File: src/hdl/rvdos_pkg.sv
`default_nettype none

package rvdos_pkg;

  // Major opcodes, instruction bits 6:0
  localparam logic [6:0] OPC_RTYPE  = 7'h33;
  localparam logic [6:0] OPC_OPIMM  = 7'h13;
  localparam logic [6:0] OPC_LOAD   = 7'h03;
  localparam logic [6:0] OPC_STORE  = 7'h23;
  localparam logic [6:0] OPC_BRANCH = 7'h63;
  localparam logic [6:0] OPC_LUI    = 7'h37;
  localparam logic [6:0] OPC_JAL    = 7'h6F;

  // funct7 codes of the R-type group
  localparam logic [6:0] F7_BASE   = 7'h00;
  localparam logic [6:0] F7_ALT    = 7'h20;
  localparam logic [6:0] F7_MULDIV = 7'h01;

  // funct3 codes
  localparam logic [2:0] F3_ADD  = 3'd0;
  localparam logic [2:0] F3_SLL  = 3'd1;
  localparam logic [2:0] F3_SLT  = 3'd2;
  localparam logic [2:0] F3_SLTU = 3'd3;
  localparam logic [2:0] F3_XOR  = 3'd4;
  localparam logic [2:0] F3_SR   = 3'd5;
  localparam logic [2:0] F3_OR   = 3'd6;
  localparam logic [2:0] F3_AND  = 3'd7;

  localparam logic [31:0] UPPER_MASK = 32'hFFFF_F000;

  typedef enum logic [4:0] {
    AOP_NOP  = 5'd0,
    AOP_ADD  = 5'd1,
    AOP_SUB  = 5'd2,
    AOP_MUL  = 5'd3,
    AOP_SLL  = 5'd4,
    AOP_SLT  = 5'd5,
    AOP_SLTU = 5'd6,
    AOP_DIV  = 5'd7,
    AOP_XOR  = 5'd8,
    AOP_SRL  = 5'd9,
    AOP_SRA  = 5'd10,
    AOP_DIVU = 5'd11,
    AOP_REM  = 5'd12,
    AOP_OR   = 5'd13,
    AOP_REMU = 5'd14,
    AOP_AND  = 5'd15,
    AOP_CMP  = 5'd16
  } alu_op_t;

  typedef enum logic [1:0] {
    MOP_NONE  = 2'd0,
    MOP_LOAD  = 2'd1,
    MOP_STORE = 2'd2
  } mem_op_t;

  // Instruction class, decoded from the opcode in the first stage
  typedef enum logic [2:0] {
    CLS_NONE,
    CLS_RTYPE,
    CLS_OPIMM,
    CLS_LOAD,
    CLS_STORE,
    CLS_BRANCH,
    CLS_LUI,
    CLS_JAL
  } instr_class_t;

  // Source of the displacement operand
  typedef enum logic [1:0] {
    DSEL_ZERO,
    DSEL_REG,
    DSEL_IMM
  } disp_sel_t;

endpackage

`default_nettype wire

File: src/hdl/rvdos_in_if.sv
`default_nettype none

interface rvdos_in_if;
  logic        valid;
  logic        ready;
  logic [31:0] instruction_word;
  logic [31:0] source_one_value;
  logic [31:0] source_two_value;

  modport source (
    output valid, instruction_word, source_one_value, source_two_value,
    input  ready
  );
  modport sink (
    input  valid, instruction_word, source_one_value, source_two_value,
    output ready
  );
endinterface

`default_nettype wire

File: src/hdl/rvdos_out_if.sv
`default_nettype none

interface rvdos_out_if;
  logic        valid;
  logic        ready;
  logic [4:0]  dest_register;
  logic [4:0]  alu_operation;
  logic [1:0]  memory_operation;
  logic [31:0] left_operand;
  logic [31:0] right_operand;
  logic [31:0] displacement;

  modport source (
    output valid, dest_register, alu_operation, memory_operation,
           left_operand, right_operand, displacement,
    input  ready
  );
  modport sink (
    input  valid, dest_register, alu_operation, memory_operation,
           left_operand, right_operand, displacement,
    output ready
  );
endinterface

`default_nettype wire

File: src/hdl/rv32im_decode_operand_select_unit.sv
`default_nettype none

// Channel   Dir  Word contents
// --------  ---  ---------------------------------------------------------------
// in_word   in   instruction_word, source_one_value, source_two_value
// out_word  out  dest_register, alu/memory op, left/right operand, displacement
//
// Three register stages: opcode class (S1), ALU/memory op and immediate build
// (S2), operand select into the output register (S3). out_word.valid rises when
// a taken word has moved through S1 and S2 into S3; one word enters every cycle
// when out_word.ready stays high. rst_n (synchronous, active low) empties all
// stages. A stage advances when it is empty or the stage after it advances, so
// a stall at the output holds in place every full stage with no empty stage
// after it, while empty slots still fill.

module rv32im_decode_operand_select_unit (
  input  wire logic    clk,
  input  wire logic    rst_n,
  rvdos_in_if.sink     in_word,
  rvdos_out_if.source  out_word
);

  // ---------------------------------------------------------------------------
  // Stage handshake: ready ripples back from the output register
  // ---------------------------------------------------------------------------
  logic [2:0] v_r;
  logic       adv1, adv2, adv3;

  assign adv3 = !v_r[2] || out_word.ready;
  assign adv2 = !v_r[1] || adv3;
  assign adv1 = !v_r[0] || adv2;

  assign in_word.ready = adv1;

  always_ff @(posedge clk) begin
    if (!rst_n) begin
      v_r <= '0;
    end else begin
      if (adv1) v_r[0] <= in_word.valid;
      if (adv2) v_r[1] <= v_r[0];
      if (adv3) v_r[2] <= v_r[1];
    end
  end

  // ---------------------------------------------------------------------------
  // S1: capture the word, classify the opcode
  // ---------------------------------------------------------------------------
  rvdos_pkg::instr_class_t cls_nxt, cls_s1_r;
  logic [31:0]             instr_s1_r, r1_s1_r, r2_s1_r;

  always_comb begin
    unique case (in_word.instruction_word[6:0])
      rvdos_pkg::OPC_RTYPE:  cls_nxt = rvdos_pkg::CLS_RTYPE;
      rvdos_pkg::OPC_OPIMM:  cls_nxt = rvdos_pkg::CLS_OPIMM;
      rvdos_pkg::OPC_LOAD:   cls_nxt = rvdos_pkg::CLS_LOAD;
      rvdos_pkg::OPC_STORE:  cls_nxt = rvdos_pkg::CLS_STORE;
      rvdos_pkg::OPC_BRANCH: cls_nxt = rvdos_pkg::CLS_BRANCH;
      rvdos_pkg::OPC_LUI:    cls_nxt = rvdos_pkg::CLS_LUI;
      rvdos_pkg::OPC_JAL:    cls_nxt = rvdos_pkg::CLS_JAL;
      default:               cls_nxt = rvdos_pkg::CLS_NONE;
    endcase
  end

  always_ff @(posedge clk) begin
    if (adv1) begin
      cls_s1_r   <= cls_nxt;
      instr_s1_r <= in_word.instruction_word;
      r1_s1_r    <= in_word.source_one_value;
      r2_s1_r    <= in_word.source_two_value;
    end
  end

  // ---------------------------------------------------------------------------
  // S2: ALU op, memory op, immediates and operand steering
  // ---------------------------------------------------------------------------
  logic [2:0]  f3;
  logic [6:0]  f7;
  logic [31:0] imm_i, imm_s, imm_b, imm_j, imm_u;

  rvdos_pkg::alu_op_t   aop_nxt, aop_s2_r;
  rvdos_pkg::mem_op_t   mop_nxt, mop_s2_r;
  rvdos_pkg::disp_sel_t dsel_nxt, dsel_s2_r;
  logic [31:0]          lhs_nxt, lhs_s2_r;
  logic [31:0]          rimm_nxt, rimm_s2_r;
  logic [31:0]          dimm_nxt, dimm_s2_r;
  logic                 rreg_nxt, rreg_s2_r;
  logic [4:0]           rd_s2_r;
  logic [31:0]          r2_s2_r;

  assign f3 = instr_s1_r[14:12];
  assign f7 = instr_s1_r[31:25];

  assign imm_i = {{20{instr_s1_r[31]}}, instr_s1_r[31:20]};
  assign imm_s = {{20{instr_s1_r[31]}}, instr_s1_r[31:25], instr_s1_r[11:7]};
  assign imm_b = {{19{instr_s1_r[31]}}, instr_s1_r[31], instr_s1_r[7],
                  instr_s1_r[30:25], instr_s1_r[11:8], 1'b0};
  assign imm_j = {{11{instr_s1_r[31]}}, instr_s1_r[31], instr_s1_r[19:12],
                  instr_s1_r[20], instr_s1_r[30:21], 1'b0};
  assign imm_u = instr_s1_r & rvdos_pkg::UPPER_MASK;

  // R-type op: funct3 1..3 ignore funct7; an unknown funct7 on add or shift
  // gives nop but still passes both register values
  function automatic rvdos_pkg::alu_op_t rtype_op(input logic [2:0] fn3,
                                                  input logic [6:0] fn7);
    logic md;
    md = (fn7 == rvdos_pkg::F7_MULDIV);
    unique case (fn3)
      rvdos_pkg::F3_ADD: begin
        priority if (fn7 == rvdos_pkg::F7_BASE) rtype_op = rvdos_pkg::AOP_ADD;
        else if (fn7 == rvdos_pkg::F7_ALT)      rtype_op = rvdos_pkg::AOP_SUB;
        else if (md)                            rtype_op = rvdos_pkg::AOP_MUL;
        else                                    rtype_op = rvdos_pkg::AOP_NOP;
      end
      rvdos_pkg::F3_SLL:  rtype_op = rvdos_pkg::AOP_SLL;
      rvdos_pkg::F3_SLT:  rtype_op = rvdos_pkg::AOP_SLT;
      rvdos_pkg::F3_SLTU: rtype_op = rvdos_pkg::AOP_SLTU;
      rvdos_pkg::F3_XOR:  rtype_op = md ? rvdos_pkg::AOP_DIV : rvdos_pkg::AOP_XOR;
      rvdos_pkg::F3_SR: begin
        priority if (fn7 == rvdos_pkg::F7_BASE) rtype_op = rvdos_pkg::AOP_SRL;
        else if (fn7 == rvdos_pkg::F7_ALT)      rtype_op = rvdos_pkg::AOP_SRA;
        else if (md)                            rtype_op = rvdos_pkg::AOP_DIVU;
        else                                    rtype_op = rvdos_pkg::AOP_NOP;
      end
      rvdos_pkg::F3_OR:   rtype_op = md ? rvdos_pkg::AOP_REM : rvdos_pkg::AOP_OR;
      default:            rtype_op = md ? rvdos_pkg::AOP_REMU : rvdos_pkg::AOP_AND;
    endcase
  endfunction

  function automatic rvdos_pkg::alu_op_t opimm_op(input logic [2:0] fn3,
                                                  input logic       alt);
    unique case (fn3)
      rvdos_pkg::F3_ADD:  opimm_op = rvdos_pkg::AOP_ADD;
      rvdos_pkg::F3_SLL:  opimm_op = rvdos_pkg::AOP_SLL;
      rvdos_pkg::F3_SLT:  opimm_op = rvdos_pkg::AOP_SLT;
      rvdos_pkg::F3_SLTU: opimm_op = rvdos_pkg::AOP_SLTU;
      rvdos_pkg::F3_XOR:  opimm_op = rvdos_pkg::AOP_XOR;
      rvdos_pkg::F3_SR:   opimm_op = alt ? rvdos_pkg::AOP_SRA : rvdos_pkg::AOP_SRL;
      rvdos_pkg::F3_OR:   opimm_op = rvdos_pkg::AOP_OR;
      default:            opimm_op = rvdos_pkg::AOP_AND;
    endcase
  endfunction

  always_comb begin
    aop_nxt  = rvdos_pkg::AOP_NOP;
    mop_nxt  = rvdos_pkg::MOP_NONE;
    dsel_nxt = rvdos_pkg::DSEL_ZERO;
    lhs_nxt  = '0;
    rimm_nxt = '0;
    dimm_nxt = '0;
    rreg_nxt = 1'b0;
    unique case (cls_s1_r)
      rvdos_pkg::CLS_RTYPE: begin
        aop_nxt  = rtype_op(f3, f7);
        lhs_nxt  = r1_s1_r;
        rreg_nxt = 1'b1;
      end
      rvdos_pkg::CLS_OPIMM: begin
        aop_nxt  = opimm_op(f3, instr_s1_r[30]);
        lhs_nxt  = r1_s1_r;
        rimm_nxt = imm_i;
      end
      rvdos_pkg::CLS_LOAD: begin
        aop_nxt  = rvdos_pkg::AOP_ADD;
        mop_nxt  = rvdos_pkg::MOP_LOAD;
        lhs_nxt  = r1_s1_r;
        rimm_nxt = imm_i;
      end
      rvdos_pkg::CLS_STORE: begin
        aop_nxt  = rvdos_pkg::AOP_ADD;
        mop_nxt  = rvdos_pkg::MOP_STORE;
        lhs_nxt  = r1_s1_r;
        rimm_nxt = imm_s;
        dsel_nxt = rvdos_pkg::DSEL_REG;
      end
      rvdos_pkg::CLS_BRANCH: begin
        aop_nxt  = rvdos_pkg::AOP_CMP;
        lhs_nxt  = r1_s1_r;
        rreg_nxt = 1'b1;
        dimm_nxt = imm_b;
        dsel_nxt = rvdos_pkg::DSEL_IMM;
      end
      rvdos_pkg::CLS_LUI: begin
        aop_nxt  = rvdos_pkg::AOP_ADD;
        rimm_nxt = imm_u;
      end
      rvdos_pkg::CLS_JAL: begin
        dimm_nxt = imm_j;
        dsel_nxt = rvdos_pkg::DSEL_IMM;
      end
      default: begin
        // unknown opcode: everything stays zero
      end
    endcase
  end

  always_ff @(posedge clk) begin
    if (adv2) begin
      aop_s2_r  <= aop_nxt;
      mop_s2_r  <= mop_nxt;
      dsel_s2_r <= dsel_nxt;
      lhs_s2_r  <= lhs_nxt;
      rimm_s2_r <= rimm_nxt;
      dimm_s2_r <= dimm_nxt;
      rreg_s2_r <= rreg_nxt;
      rd_s2_r   <= instr_s1_r[11:7];
      r2_s2_r   <= r2_s1_r;
    end
  end

  // ---------------------------------------------------------------------------
  // S3: final operand select into the output register
  // ---------------------------------------------------------------------------
  logic [31:0] rhs_nxt, disp_nxt;
  logic [31:0] lhs_r, rhs_r, disp_r;
  logic [4:0]  rd_r, aop_r;
  logic [1:0]  mop_r;

  assign rhs_nxt = rreg_s2_r ? r2_s2_r : rimm_s2_r;

  always_comb begin
    unique case (dsel_s2_r)
      rvdos_pkg::DSEL_REG: disp_nxt = r2_s2_r;
      rvdos_pkg::DSEL_IMM: disp_nxt = dimm_s2_r;
      default:             disp_nxt = '0;
    endcase
  end

  always_ff @(posedge clk) begin
    if (adv3) begin
      rd_r   <= rd_s2_r;
      aop_r  <= aop_s2_r;
      mop_r  <= mop_s2_r;
      lhs_r  <= lhs_s2_r;
      rhs_r  <= rhs_nxt;
      disp_r <= disp_nxt;
    end
  end

  assign out_word.valid            = v_r[2];
  assign out_word.dest_register    = rd_r;
  assign out_word.alu_operation    = aop_r;
  assign out_word.memory_operation = mop_r;
  assign out_word.left_operand     = lhs_r;
  assign out_word.right_operand    = rhs_r;
  assign out_word.displacement     = disp_r;

  // ---------------------------------------------------------------------------
  // Assertions
  // ---------------------------------------------------------------------------
  // An accepted word always lands in the first stage
  a_accept_fills_s1: assert property (@(posedge clk) disable iff (!rst_n)
    in_word.valid && in_word.ready |=> v_r[0])
    else $error("accepted word did not reach stage 1");

  // Memory accesses always compute their address with an add
  a_mem_uses_add: assert property (@(posedge clk) disable iff (!rst_n)
    out_word.valid && (out_word.memory_operation != rvdos_pkg::MOP_NONE)
      |-> out_word.alu_operation == rvdos_pkg::AOP_ADD)
    else $error("memory op without add");

  // Loads carry no displacement
  a_load_no_disp: assert property (@(posedge clk) disable iff (!rst_n)
    out_word.valid && (out_word.memory_operation == rvdos_pkg::MOP_LOAD)
      |-> out_word.displacement == '0)
    else $error("load with nonzero displacement");

  // A full output stage that is stalled blocks the middle stage from moving
  a_stall_holds_s2: assert property (@(posedge clk) disable iff (!rst_n)
    v_r[2] && !out_word.ready && v_r[1] |=> v_r[1] && v_r[2])
    else $error("stage 2 lost during output stall");

endmodule

`default_nettype wire
File: src/flat_wrapper.sv
// flat-port wrapper written by rule: the top's interface ports become plain ports
module rv32im_decode_operand_select_unit_flat 
  (clk, rst_n, in_word_valid, in_word_instruction_word, in_word_source_one_value, in_word_source_two_value, in_word_ready, out_word_valid, out_word_dest_register, out_word_alu_operation, out_word_memory_operation, out_word_left_operand, out_word_right_operand, out_word_displacement, out_word_ready);
  rvdos_in_if in_word_i ();
  rvdos_out_if out_word_i ();
  input  wire logic clk;
  input  wire logic rst_n;
  input wire logic [$bits(in_word_i.valid)-1:0] in_word_valid;
  input wire logic [$bits(in_word_i.instruction_word)-1:0] in_word_instruction_word;
  input wire logic [$bits(in_word_i.source_one_value)-1:0] in_word_source_one_value;
  input wire logic [$bits(in_word_i.source_two_value)-1:0] in_word_source_two_value;
  output wire logic [$bits(in_word_i.ready)-1:0] in_word_ready;
  output wire logic [$bits(out_word_i.valid)-1:0] out_word_valid;
  output wire logic [$bits(out_word_i.dest_register)-1:0] out_word_dest_register;
  output wire logic [$bits(out_word_i.alu_operation)-1:0] out_word_alu_operation;
  output wire logic [$bits(out_word_i.memory_operation)-1:0] out_word_memory_operation;
  output wire logic [$bits(out_word_i.left_operand)-1:0] out_word_left_operand;
  output wire logic [$bits(out_word_i.right_operand)-1:0] out_word_right_operand;
  output wire logic [$bits(out_word_i.displacement)-1:0] out_word_displacement;
  input wire logic [$bits(out_word_i.ready)-1:0] out_word_ready;
  assign in_word_i.valid = in_word_valid;
  assign in_word_i.instruction_word = in_word_instruction_word;
  assign in_word_i.source_one_value = in_word_source_one_value;
  assign in_word_i.source_two_value = in_word_source_two_value;
  assign in_word_ready = in_word_i.ready;
  assign out_word_valid = out_word_i.valid;
  assign out_word_dest_register = out_word_i.dest_register;
  assign out_word_alu_operation = out_word_i.alu_operation;
  assign out_word_memory_operation = out_word_i.memory_operation;
  assign out_word_left_operand = out_word_i.left_operand;
  assign out_word_right_operand = out_word_i.right_operand;
  assign out_word_displacement = out_word_i.displacement;
  assign out_word_i.ready = out_word_ready;
  rv32im_decode_operand_select_unit u_core (.clk(clk), .rst_n(rst_n), .in_word(in_word_i), .out_word(out_word_i));
endmodule
File: config.mk
export PLATFORM = sky130hd
export DESIGN_NAME = rv32im_decode_operand_select_unit_flat
export DESIGN_NICKNAME = d
export VERILOG_FILES = /design/src/hdl/rvdos_pkg.sv /design/src/hdl/rvdos_in_if.sv /design/src/hdl/rvdos_out_if.sv /design/src/hdl/rv32im_decode_operand_select_unit.sv /design/src/flat_wrapper.sv
export SDC_FILE = /design/constraint.sdc
export NUM_CORES = 1
export LEC_CHECK = 0
export BUFFER_PORTS_ARGS = -buffer_cell sky130_fd_sc_hd__clkbuf_2
export CORE_MARGIN = 2
export CORE_UTILIZATION = 48
export DETAILED_ROUTE_END_ITERATION = 8
export PLACE_DENSITY = 0.73
export SLEW_MARGIN = 20
export SYNTH_ARGS = -nofsm -noshare
export SYNTH_HDL_FRONTEND = slang
export SYNTH_SLANG_ARGS = --single-unit
export TNS_END_PERCENT = 10
File: constraint.sdc
create_clock -name clk -period 4.2 [get_ports clk]
set_clock_uncertainty 0.1 [all_clocks]
set_input_delay 0.42 -clock clk [delete_from_list [all_inputs] [get_ports clk]]
set_output_delay 0.42 -clock clk [all_outputs]
set_load 0.01 [all_outputs]
==> key figures <==
Logic synthesis
  • Syn nets: 714
  • Asr flop ratio synth: 0%
  • Syn Inst Count: 612
  • Ys Warns: 0
  • Synth cell types: 51
  • Sequential cell area fraction in the yosys report: 83.6%
  • Post-Syn Area per Cell: 19.5 um2
  • Mapped cell area: 11900 um2
  • Ys flop type: edfxtp_1
  • FF+latch count, synth: 333
  • Post-synth EDFFs: 330

Timing
  • Post-route setup TNS: 0 ps
  • RSZ-0062 raised after global routing: no
  • Period utilization: 67.2%
  • Max_slew headroom: 35.2%
  • Slew @ Worst Pin: 972 ps
  • Tmin final: 2820 ps
  • Worst setup margin: 1380 ps
  • Final-report setup violation count: 0
  • Fin. Hold Viols: 0
  • Fin Hold WS: 16.2 ps
  • Slew Limit Fails: 0
  • Fmax: 0.354 GHz

Routing
  • Uppermost layer routed: met4
  • Met2 wire length: 12000 um
  • Met3 WL: 2010 um
  • DR pass1 iterations: 5
  • Vias per cell: 5.09
  • Routed vias: 6407
  • Detail Route Antenna Nets: 0
  • Iteration-0 DRC Markers: 522
  • WL final: 24300 um
  • WL/cell: 19.3 um
  • Number of remaining DRC errors: 0
  • Routed met1 length: 9820 um

Cells and area
  • Share of cells above drive strength 1: 33.0%
  • Area growth syn-to-layout: 28.1%
  • # nets final: 1015
  • Most frequent cells in the layout: edfxtp_1, clkbuf_2, dlygate4sd3_1
  • Layout fillers: 1732
  • Commonest non-fill, non-tap cell in the layout: edfxtp_1
  • Post-route cell area: 15300 um2
  • Core Util, Final: 62.7%

Global routing
  • GR Overflow Total: 0
  • Pin count of the biggest net entering global routing: 58
  • First-pass GRT wire length: 36200 um
  • Vias in the first global route: 6485
  • GRT Util Overall: 18.5%
  • Initial antenna violation count: 1

Flow run
  • Maxcap violations: 0

Worst setup path
  • Reg2reg end: u_core.rimm_s2_r[12]$_DFFE_PP_
  • FF-to-FF path depth: 4
  • CP startpoint kind: flop
  • Top delay family on crit path: simple AND/OR/NAND/NOR gates
  • FF-to-FF setup slack: 1380 ps
  • Critical path cell sequence: nor2b_1 > nor2_4 > nor2b_4 > a21o_1
  • Worst Path Max Fanout: 26
  • WS Path Type: flop to flop
  • Critical Path AT: 3090 ps
  • CP Capture Type: flop
  • Worst r2r src: u_core.cls_s1_r[1]$_DFFE_PP_
  • Slowest stage delay, CP: 990 ps
  • Slowest library cell on the worst path: edfxtp_1
  • Critical path buffer and inverter count: 0
  • WP data required: 4470 ps

Placement
  • PortBufs: 209
  • Dpl hpwl: 14500 um
  • Placer's final routability congestion estimate: 0.826
  • Placed cell area: 13300 um2
  • Place WS: 1390 ps

Power and ir drop
  • Internal: 5.95 mW
  • Combinational Power Share: 3.7%
  • Switching Share: 18.7%
  • Clock power frac: 43.7%
  • Flop pwr share: 52.6%
  • PwrDens: 479 nW/um2
  • Peak VDD IR: 365 uV
  • Switching Power: 1.37 mW
  • Leakage: 6.62 nW

Clocking
  • Max Root-Sink Buffers: 3
  • CTS resizes: 0
  • Root buf cell: clkbuf_16
  • CTS tree: yes
  • Clock transition at path regs: 60 ps
  • CTS Hold Bufs: 72
  • H-tree depth: 2
  • Inserted Clock Buffers: 35
  • Sink Count: 333
  • Setup Buffers After CTS: 0
  • Worst-Skew Late Latency: 510 ps

Status
  • Status: complete, no violations

Min path
  • Min-delay src: in_word_source_two_value[25]
  • Worst hold stages: 1
  • Hold Path End: u_core.r2_s1_r[25]$_DFFE_PP_
  • Worst hold path type: input port to flop

Die
  • # IOs: 210
  • Core area: 24400 um2
  • Starting Density: 48.9%
  • Die Y: 162 um
  • Die Area: 26100 um2
  • Site Rows: 57
  • Chip Width: 162 um
[power groups by stage]
stage / clock [mW] / sequential, mW / combinational [mW]
detailed placement: 0 / 3.92 / 0.214
CTS: 3.25 / 3.85 / 0.268
floorplan: 0 / 3.92 / 0.0749
global route: 3.39 / 3.86 / 0.296
global placement: 0 / 3.92 / 0.211
finish: 3.20 / 3.85 / 0.274
[cell families after synthesis]
group                      share of synthesized area, %
adders and majority gates                         0.210
and+or+nand+nor                                    5.76
muxes                                              3.44
buffers and inverters                              1.48
AOI/OAI and AO/OA                                  5.34
xor gates and xnor gates                          0.220
DFF                                                83.6
[state kept, by name (all words and copies together), names as in the netlist, 20 cells and up]
| register | flops |
|---|---|
| u_core.rimm_s2_r | 32 |
| u_core.dimm_s2_r | 20 |
| u_core.lhs_s2_r | 32 |
| u_core.out_word.left_operand | 32 |
| u_core.instr_s1_r | 25 |
| u_core.r2_s1_r | 32 |
| u_core.r1_s1_r | 32 |
| u_core.out_word.displacement | 32 |
| u_core.out_word.right_operand | 32 |
| u_core.r2_s2_r | 32 |
[how the worst max path moves through the flow]
stage                     depth (start not counted)  slack [ps]                    startpoint                                to
final                                             4        1380  u_core.cls_s1_r[1]$_DFFE_PP_    u_core.rimm_s2_r[12]$_DFFE_PP_
after CTS                                         4        1350  u_core.cls_s1_r[1]$_DFFE_PP_    u_core.rimm_s2_r[13]$_DFFE_PP_
after global routing                              4        1160  u_core.cls_s1_r[1]$_DFFE_PP_    u_core.rimm_s2_r[19]$_DFFE_PP_
after floorplan                                   2         130                out_word_ready      u_core.cls_s1_r[0]$_DFFE_PP_
after global placement                            4        1500  u_core.cls_s1_r[1]$_DFFE_PP_  u_core.lhs_s2_r[5]$_SDFFCE_PN0P_
after detailed placement                          4        1390  u_core.cls_s1_r[1]$_DFFE_PP_  u_core.lhs_s2_r[9]$_SDFFCE_PN0P_
[final cells by class]
class	count	area (um2)	area share (%)
Clock buffer	42	945	6.18
Multi-Input combinational cell	243	1820	11.9
Timing Repair Buffer	292	1860	12.2
Antenna cell	1	2.50	0.0164
Sequential cell	333	9970	65.2
Inverter	8	32.5	0.213
Clock inverter	16	251	1.65
Tap cell	324	405	2.65
[per-layer routing]
layer / up-vias / GRT usage (%)
li1: 2965 / -
met1: 3114 / 24.0
met2: 286 / 30.9
met3: 42 / 5.44
met4: 0 / 5.11
met5: - / 0
[synth_stat cells (all sizes together), types with 2 or more instances]
cell type	number	area share (%)
a211o	2	0.15
a21o	31	2.0
a21oi	11	0.46
a22o	19	1.4
a31oi	2	0.10
and2	6	0.31
and3	7	0.37
buf	15	0.81
clkbuf	13	0.42
dfxtp	3	0.50
edfxtp	330	83
ha	2	0.21
inv	8	0.25
mux2	32	3.0
mux2i	5	0.42
nand2	24	0.76
nand2b	6	0.31
nor2	13	0.47
nor2b	45	2.5
nor3	7	0.39
nor3b	2	0.22
o21ai	8	0.34
xor2	2	0.15
[metrics by stage]
stage,instances,total power [mW]
final,1259,7.32
after global routing,1259,7.56
after floorplan,612,3.99
after detailed placement,1124,4.14
after CTS,1254,7.37
after global placement,1124,4.13
(Power assumes the default switching activity.)
